==> src/sv/wdis_pkg.sv <==
`timescale 1ns / 1ps
// shared types, constants and the micro-operation program of the wave digital input stage
package wdis_pkg;

    localparam int SAMPLE_W  = 24;
    localparam int COEF_W    = 32;
    localparam int FRAC      = COEF_W - 4;
    localparam int DRIVE_W   = 20;
    localparam int CFG_W     = 32;
    localparam int CFG_IDX_W = 2;
    localparam int SMALL_W   = 34;
    localparam int WIDE_W    = 132;
    localparam int NCOEF     = 17;
    localparam int CIDX_W    = 5;
    localparam int PC_W      = 6;
    localparam int DOT_W     = 67;
    localparam int PROD_W    = 2 * COEF_W;
    localparam int CNT_W     = 8;
    localparam int MUL_STEPS = SMALL_W;
    localparam int DIV_STEPS = WIDE_W;
    localparam int NUM_SHIFT = FRAC + 1;
    localparam int S_SHIFT   = FRAC - (SAMPLE_W - 1);
    localparam int Q_W       = COEF_W + 2;

    localparam logic [CFG_W-1:0] RST_PORT_C1 = 32'd121212;
    localparam logic [CFG_W-1:0] RST_PORT_C4 = 32'd26667;
    localparam logic [CFG_W-1:0] RST_PORT_C6 = 32'd12121212;

    // ohm constants in 1/256 ohm units
    localparam logic [SMALL_W-1:0] C2200_V = 34'd563200;
    localparam logic [SMALL_W-1:0] C10K_V  = 34'd2560000;
    localparam logic [SMALL_W-1:0] C18K_V  = 34'd4608000;
    localparam logic [SMALL_W-1:0] C480K_V = 34'd122880000;
    localparam logic [SMALL_W-1:0] K940_V  = 34'd240640000;
    localparam logic [SMALL_W-1:0] TWO_V   = 34'd2;

    localparam logic [CIDX_W-1:0] K30 = 5'd0;
    localparam logic [CIDX_W-1:0] K33 = 5'd1;
    localparam logic [CIDX_W-1:0] K35 = 5'd2;
    localparam logic [CIDX_W-1:0] K37 = 5'd3;
    localparam logic [CIDX_W-1:0] K40 = 5'd4;
    localparam logic [CIDX_W-1:0] K43 = 5'd5;
    localparam logic [CIDX_W-1:0] K45 = 5'd6;
    localparam logic [CIDX_W-1:0] K47 = 5'd7;
    localparam logic [CIDX_W-1:0] K49 = 5'd8;
    localparam logic [CIDX_W-1:0] K50 = 5'd9;
    localparam logic [CIDX_W-1:0] K55 = 5'd10;
    localparam logic [CIDX_W-1:0] K57 = 5'd11;
    localparam logic [CIDX_W-1:0] K90 = 5'd12;
    localparam logic [CIDX_W-1:0] K93 = 5'd13;
    localparam logic [CIDX_W-1:0] K95 = 5'd14;
    localparam logic [CIDX_W-1:0] K97 = 5'd15;
    localparam logic [CIDX_W-1:0] K99 = 5'd16;

    localparam logic [1:0] D_C4  = 2'd0;
    localparam logic [1:0] D_OUT = 2'd1;
    localparam logic [1:0] D_C6  = 2'd2;
    localparam logic [1:0] D_C1  = 2'd3;

    localparam logic [PC_W-1:0] MAC_START = 6'd41;

    typedef enum logic [CFG_IDX_W-1:0] {
        REG_PORT_C1, REG_PORT_C4, REG_PORT_C6, REG_REF_VOLTAGE
    } t_reg_idx;

    typedef enum logic [2:0] {
        OP_MUL, OP_ADD, OP_ABSD, OP_DIV, OP_NEG, OP_MAC, OP_MARK, OP_END
    } t_op;

    typedef enum logic [2:0] {
        W_CB, W_CX, W_FULL, W_CT, W_T, W_SMALL
    } t_wsel;

    typedef enum logic [3:0] {
        S_Z1, S_Z4, S_Z6, S_DB, S_DC, S_DX, S_TB, S_TX, S_K940, S_TWO, S_C2200, S_C480K
    } t_ssel;

    typedef enum logic [1:0] {
        NEG_NO, NEG_YES, NEG_FLAG
    } t_neg;

    typedef enum logic [2:0] {
        M_S, M_C4, M_C1, M_V, M_C6
    } t_msel;

    typedef struct packed {
        t_op               op;
        t_wsel             dst;
        t_wsel             wa;
        t_wsel             wb;
        t_ssel             sa;
        t_ssel             sb;
        logic [CIDX_W-1:0] cidx;
        logic [CIDX_W-1:0] csrc;
        t_neg              neg;
        t_msel             msel;
        logic              first;
        logic              last;
        logic [1:0]        mdst;
    } t_uop;

    typedef struct packed {
        logic start;
        logic load;
        logic commit;
        t_uop uop;
    } t_cmd;

    typedef struct packed {
        logic done;
        logic need_recompute;
        logic out_free;
    } t_status;

    function automatic t_uop u_op(input t_op op);
        t_uop u;
        u    = '0;
        u.op = op;
        return u;
    endfunction

    function automatic t_uop u_mul(input t_wsel dst, input t_wsel wa, input t_ssel sa,
                                   input t_ssel sb);
        t_uop u;
        u     = u_op(OP_MUL);
        u.dst = dst;
        u.wa  = wa;
        u.sa  = sa;
        u.sb  = sb;
        return u;
    endfunction

    function automatic t_uop u_add(input t_wsel dst, input t_wsel wa, input t_wsel wb);
        t_uop u;
        u     = u_op(OP_ADD);
        u.dst = dst;
        u.wa  = wa;
        u.wb  = wb;
        return u;
    endfunction

    function automatic t_uop u_absd(input t_ssel sa, input t_ssel sb);
        t_uop u;
        u     = u_op(OP_ABSD);
        u.dst = W_T;
        u.sa  = sa;
        u.sb  = sb;
        return u;
    endfunction

    function automatic t_uop u_div(input logic [CIDX_W-1:0] cidx, input t_wsel wb,
                                   input t_ssel sb, input t_neg neg);
        t_uop u;
        u      = u_op(OP_DIV);
        u.cidx = cidx;
        u.wa   = W_T;
        u.wb   = wb;
        u.sb   = sb;
        u.neg  = neg;
        return u;
    endfunction

    function automatic t_uop u_neg(input logic [CIDX_W-1:0] cidx,
                                   input logic [CIDX_W-1:0] csrc, input t_neg neg);
        t_uop u;
        u      = u_op(OP_NEG);
        u.cidx = cidx;
        u.csrc = csrc;
        u.neg  = neg;
        return u;
    endfunction

    function automatic t_uop u_mac(input logic [CIDX_W-1:0] cidx, input t_msel msel,
                                   input logic [1:0] mdst, input logic first,
                                   input logic last);
        t_uop u;
        u       = u_op(OP_MAC);
        u.cidx  = cidx;
        u.msel  = msel;
        u.mdst  = mdst;
        u.first = first;
        u.last  = last;
        return u;
    endfunction

    // coefficient program, then the per-transaction products
    function automatic t_uop uop_rom(input logic [PC_W-1:0] pc);
        t_uop u;
        case (pc)
            6'd0:  u = u_mul(W_CB, W_SMALL, S_DC, S_DB);
            6'd1:  u = u_mul(W_CX, W_SMALL, S_DC, S_DX);
            6'd2:  u = u_mul(W_FULL, W_CB, S_DC, S_DX);
            6'd3:  u = u_mul(W_T, W_SMALL, S_Z6, S_TX);
            6'd4:  u = u_add(W_CT, W_CX, W_T);
            6'd5:  u = u_mul(W_T, W_SMALL, S_K940, S_Z4);
            6'd6:  u = u_div(K30, W_CB, S_DC, NEG_NO);
            6'd7:  u = u_neg(K35, K30, NEG_YES);
            6'd8:  u = u_absd(S_C2200, S_Z4);
            6'd9:  u = u_div(K33, W_SMALL, S_DC, NEG_FLAG);
            6'd10: u = u_mul(W_T, W_SMALL, S_Z4, S_TB);
            6'd11: u = u_mul(W_T, W_T, S_Z4, S_TWO);
            6'd12: u = u_div(K37, W_CB, S_DC, NEG_NO);
            6'd13: u = u_mul(W_T, W_CT, S_Z4, S_K940);
            6'd14: u = u_div(K40, W_FULL, S_DC, NEG_NO);
            6'd15: u = u_neg(K45, K40, NEG_YES);
            6'd16: u = u_mul(W_T, W_SMALL, S_Z6, S_TX);
            6'd17: u = u_mul(W_T, W_T, S_Z6, S_TWO);
            6'd18: u = u_div(K43, W_CX, S_DC, NEG_YES);
            6'd19: u = u_neg(K93, K43, NEG_NO);
            6'd20: u = u_mul(W_T, W_CT, S_Z6, S_TB);
            6'd21: u = u_mul(W_T, W_T, S_Z6, S_TWO);
            6'd22: u = u_div(K47, W_FULL, S_DC, NEG_NO);
            6'd23: u = u_mul(W_T, W_SMALL, S_TX, S_TWO);
            6'd24: u = u_div(K49, W_SMALL, S_DX, NEG_NO);
            6'd25: u = u_mul(W_T, W_SMALL, S_Z1, S_TWO);
            6'd26: u = u_div(K50, W_SMALL, S_DB, NEG_NO);
            6'd27: u = u_neg(K57, K50, NEG_YES);
            6'd28: u = u_absd(S_C480K, S_Z1);
            6'd29: u = u_div(K55, W_SMALL, S_DB, NEG_FLAG);
            6'd30: u = u_mul(W_T, W_SMALL, S_Z6, S_TX);
            6'd31: u = u_mul(W_T, W_T, S_Z6, S_K940);
            6'd32: u = u_div(K90, W_FULL, S_DC, NEG_NO);
            6'd33: u = u_neg(K95, K90, NEG_YES);
            6'd34: u = u_mul(W_T, W_SMALL, S_Z6, S_TB);
            6'd35: u = u_mul(W_T, W_T, S_Z6, S_TX);
            6'd36: u = u_mul(W_T, W_T, S_Z6, S_TWO);
            6'd37: u = u_div(K97, W_FULL, S_DC, NEG_NO);
            6'd38: u = u_absd(S_TX, S_Z6);
            6'd39: u = u_div(K99, W_SMALL, S_DX, NEG_FLAG);
            6'd40: u = u_op(OP_MARK);
            6'd41: u = u_mac(K30, M_S, D_C4, 1'b1, 1'b0);
            6'd42: u = u_mac(K33, M_C4, D_C4, 1'b0, 1'b0);
            6'd43: u = u_mac(K35, M_C1, D_C4, 1'b0, 1'b0);
            6'd44: u = u_mac(K37, M_V, D_C4, 1'b0, 1'b1);
            6'd45: u = u_mac(K40, M_S, D_OUT, 1'b1, 1'b0);
            6'd46: u = u_mac(K43, M_C4, D_OUT, 1'b0, 1'b0);
            6'd47: u = u_mac(K45, M_C1, D_OUT, 1'b0, 1'b0);
            6'd48: u = u_mac(K47, M_V, D_OUT, 1'b0, 1'b0);
            6'd49: u = u_mac(K49, M_C6, D_OUT, 1'b0, 1'b1);
            6'd50: u = u_mac(K90, M_S, D_C6, 1'b1, 1'b0);
            6'd51: u = u_mac(K93, M_C4, D_C6, 1'b0, 1'b0);
            6'd52: u = u_mac(K95, M_C1, D_C6, 1'b0, 1'b0);
            6'd53: u = u_mac(K97, M_V, D_C6, 1'b0, 1'b0);
            6'd54: u = u_mac(K99, M_C6, D_C6, 1'b0, 1'b1);
            6'd55: u = u_mac(K50, M_S, D_C1, 1'b1, 1'b0);
            6'd56: u = u_mac(K55, M_C1, D_C1, 1'b0, 1'b0);
            6'd57: u = u_mac(K57, M_V, D_C1, 1'b0, 1'b1);
            default: u = u_op(OP_END);
        endcase
        return u;
    endfunction

endpackage

==> src/sv/wdis_ctrl.sv <==
`timescale 1ns / 1ps
// controller: sequences the micro-operation program over the datapath
module wdis_ctrl (
    input  logic              i_clk,
    input  logic              i_rst_n,
    input  logic              i_in_valid,
    output logic              o_in_ready,
    input  wdis_pkg::t_status i_status,
    output wdis_pkg::t_cmd    o_cmd
);
    import wdis_pkg::*;

    typedef enum logic [2:0] {ST_IDLE, ST_CHECK, ST_ISSUE, ST_WAIT, ST_OUT} t_state;

    t_state          r_state;
    logic [PC_W-1:0] r_pc;
    t_uop            uop;

    assign uop = uop_rom(r_pc);

    always_comb begin
        o_cmd.uop    = uop;
        o_cmd.start  = (r_state == ST_ISSUE) && (uop.op != OP_END);
        o_cmd.load   = (r_state == ST_IDLE) && i_in_valid;
        o_cmd.commit = (r_state == ST_OUT) && i_status.out_free;
        o_in_ready   = (r_state == ST_IDLE);
    end

    always_ff @(posedge i_clk) begin
        if (!i_rst_n) begin
            r_state <= ST_IDLE;
            r_pc    <= '0;
        end else begin
            unique case (r_state)
                ST_IDLE: begin
                    if (i_in_valid) begin
                        r_state <= ST_CHECK;
                    end
                end
                ST_CHECK: begin
                    r_pc    <= i_status.need_recompute ? '0 : MAC_START;
                    r_state <= ST_ISSUE;
                end
                ST_ISSUE: begin
                    r_state <= (uop.op == OP_END) ? ST_OUT : ST_WAIT;
                end
                ST_WAIT: begin
                    if (i_status.done) begin
                        r_pc    <= r_pc + 1'b1;
                        r_state <= ST_ISSUE;
                    end
                end
                ST_OUT: begin
                    if (i_status.out_free) begin
                        r_state <= ST_IDLE;
                    end
                end
                default: r_state <= ST_IDLE;
            endcase
        end
    end

endmodule

==> config.mk <==
export PLATFORM = sky130hd
export DESIGN_NAME = wdis_ctrl
export DESIGN_NICKNAME = d
export VERILOG_FILES = /design/src/sv/wdis_pkg.sv /design/src/sv/wdis_ctrl.sv
export SDC_FILE = /design/constraint.sdc
export NUM_CORES = 1
export LEC_CHECK = 0
export BUFFER_PORTS_ARGS = -buffer_cell sky130_fd_sc_hd__buf_2
export CORE_ASPECT_RATIO = 1.4
export CORE_MARGIN = 5
export CORE_UTILIZATION = 60
export DETAILED_ROUTE_END_ITERATION = 16
export PLACE_DENSITY = 0.85
export SKIP_CTS_REPAIR_TIMING = 1
export SLEW_MARGIN = 40
export SYNTH_ARGS = -nofsm -noshare
export SYNTH_HDL_FRONTEND = slang
export SYNTH_SLANG_ARGS = --single-unit
==> constraint.sdc <==
create_clock -name i_clk -period 9.3 [get_ports i_clk]
set_input_delay 2.79 -clock i_clk [delete_from_list [all_inputs] [get_ports i_clk]]
set_output_delay 2.79 -clock i_clk [all_outputs]
set_load 0.03 [all_outputs]
==> results.toml <==
[die]
io_pins = 49
core_area_um2 = 4536
row_count = 29
chipHeight_um = 90.92
die-area_um2 = 6164
dieWidth_um = 67.80
start_util = 0.6188

[worst_setup_path]
crit_chain = "buf_2 -> nand2_1 -> nor3_1 -> buf_2"
cp_max_fo = 2
critPathSlowestCell = "buf_2"
startpoint_type = "primary input"
arrival_ns = 3.30
cpPeakStageDelay_ns = 0.22
end_kind = "output pin"
cpMostUsedCell = "buf_2"
crit_type = "in -> out"
required_ns = 6.51

[placement]
gp_congestion = 1.030
dp_hpwl_um = 6400
dp.cells = 447
io_buffers = 46
place_area_um2 = 2985

[layout]
post-route-cell-area_um2 = 3078
seqCellArea_um2 = 920.9
syn2layout_area_growth_pct = 9.674
antenna_cells = 0
fin_util = 0.6786
nNetsFinal = 403
multiInputGateArea_um2 = 1695
nFillCells = 397
final_cell_mix = "buf_2 (46), dfxtp_1 (46), nor2_1 (39)"
layout.cells.non_filler = 455
drive_above_1_share = 0.1908

[yosys]
synth_cells = 366
yosysUniqueCellTypes = 66
synth_edf_count = 0
yosys_register_bits = 46
synth_compound_area_frac = 0.3357
synth_ff_type = "dfxtp_1"
synthDominantCellAreaShare = 0.3281
synth_simple_gate_area_frac = 0.2292
yosysTopAreaCell = "dfxtp_1"
syn-cell-area_um2 = 2806
async_flop_share = 0
synthXorXnorAreaFrac = 0.003121
synthAdderAreaFrac = 0.02229
ys_warn_count = 0
synth_area_leaders = "dfxtp_1 (33%), o21ai_0 (5.7%), nor2_1 (5.2%)"
synth-seq-area-share = 0.3281
synth_area_per_cell_um2 = 7.668
synth_top_family_by_area = "compound AO/OA/AOI/OAI gates"
muxShareOfSynthArea = 0.007133

[clock_tree]
cts.clk_slew.worst_paths_ns = 0.09
worstSkewPairLatency_ns = 0.31
cts_buffers = 5
cts.sinks = 46
cts_tree = "built"
htreeDepth = 2
clockRootBuffer = "clkbuf_8"
clockBufferDepth = 2

[routing]
drtPass1Iterations = 5
route.detailed.drc = 0
viasPerCell = 6.960
drt-initial-drc-count = 343
via_count = 3167
wl_per_cell_um = 20.91
detail-route-antenna-nets = 0
routed_wl_um = 9513

[timing]
drv_slew = 0
hold_viol = 0
rsz0062_at_grt = "no"
fin_worst_skew_ns = 0.006016
maxSlewHeadroom = 0.4848
period_needed_ns = 6.089
fin_tns_setup_ns = 0
post-route-period-util = 0.6548
setup_viol = 0
fmax_mhz = 164.2
worst_pin_slew_ns = 0.7700

[global_route]
grt_pass1_vias = 2952
groute.usage.overall = 0.3210
grt_max_degree = 38
grt_overflow = 0
grt_pass1_wl_um = 15210
antenna_found_initial = 0

[power]
powerDensity_nw_per_um2 = 166.2
intPower_mw = 0.3123
pwr-share-seq = 0.435
pwr-share-clk = 0.247
finalPower_mw = 0.5117
combPwrFrac = 0.317
p_leak_nw = 1.258
p_sw_frac = 0.3898
p_sw_mw = 0.1994
vdd_drop_max_mv = 0.08060

[run_status]
outcome = "complete, no violations"

[hold_path]
hold_class = "reg -> reg"

[job]
drv_cap = 0
==> layout make-up <==
class,instances,area share
multi-input combinational,280,0.5508
sequential,46,0.2992
tap,62,0.02520
clock buffer,5,0.02236
inverter,10,0.01260
timing repair buffer,49,0.08211
clock inverter,3,0.007724
==> worst paths after layout <==
| kind | from | to | slack [ns] | cells past startpoint |
|---|---|---|---|---|
| worst min register to register | r_state[2]$_SDFFE_PN0P_ | r_state[1]$_SDFFE_PN0P_ | 0.64 | 1 |
| worst max register to register | r_state[0]$_SDFFE_PN0P_ | uop[30]$_DFF_P_ | 5.63 | 9 |
| worst max-delay path | i_status[0] | o_cmd[39] | 3.21 | 4 |
| worst min-delay path | r_state[2]$_SDFFE_PN0P_ | r_state[1]$_SDFFE_PN0P_ | 0.64 | 1 |
==> state kept, by name, summed over array words and instances (netlist names) <==
register and cells:
uop 37, r_state 3, r_pc 6
==> worst max-delay path, delay by kind of cell <==
family / cells / cell delay, ns
buf+inv: 2 / 0.31
simple gates: 2 / 0.20
==> Yosys cell counts (3+ instances only) <==
| master | n |
|---|---|
| a211oi_1 | 6 |
| a21oi_1 | 26 |
| a22oi_1 | 6 |
| a31oi_1 | 5 |
| a32oi_1 | 5 |
| and2_1 | 6 |
| buf_2 | 7 |
| buf_4 | 5 |
| buf_6 | 3 |
| clkbuf_1 | 14 |
| dfxtp_1 | 46 |
| ha_1 | 5 |
| inv_1 | 5 |
| inv_2 | 4 |
| nand2_1 | 37 |
| nand3_1 | 12 |
| nor2_1 | 39 |
| nor3_1 | 16 |
| o211ai_1 | 8 |
| o21a_1 | 5 |
| o21ai_0 | 32 |
| o21ai_1 | 3 |
| o22ai_1 | 7 |
| o31a_1 | 4 |
| o31ai_1 | 5 |
==> metal layers <==
layer,global-route usage,vias to the layer above,share of wire
li1,-,1414,-
met1,0.4176,1441,0.36
met2,0.4825,245,0.47
met3,0.06476,67,0.11
met4,0.1841,0,0.059
met5,0,-,0
==> power by group through the flow <==
stage / sequential (mW) / clock, mW / combinational, mW
after floorplan: 0.250 / 0 / 0.0928
after global placement: 0.226 / 0 / 0.155
after detailed placement: 0.227 / 0 / 0.157
after CTS: 0.223 / 0.128 / 0.158
after global routing: 0.225 / 0.140 / 0.173
final: 0.223 / 0.127 / 0.162
==> stage by stage <==
step,hold slack [ns],worst slack (ns)
floorplan,0.5145,3.013
global route,0.6816,3.187
global placement,0.6085,3.230
finish,0.6357,3.211
CTS,0.6345,3.214
detailed placement,0.6227,3.216
==> logic make-up (layout without fill, tap and decap cells) <==
kind of cell	after synthesis	in the layout
AND/OR/NAND/NOR	133	133
multiplexers	2	2
other	1	2
adder cells (fa/ha/maj)	5	5
buffers and inverters	41	67
flip-flops	46	46
XOR/XNOR	1	1
AO/OA/AOI/OAI	137	137
No activity file was read; power rests on OpenSTA's default activity.
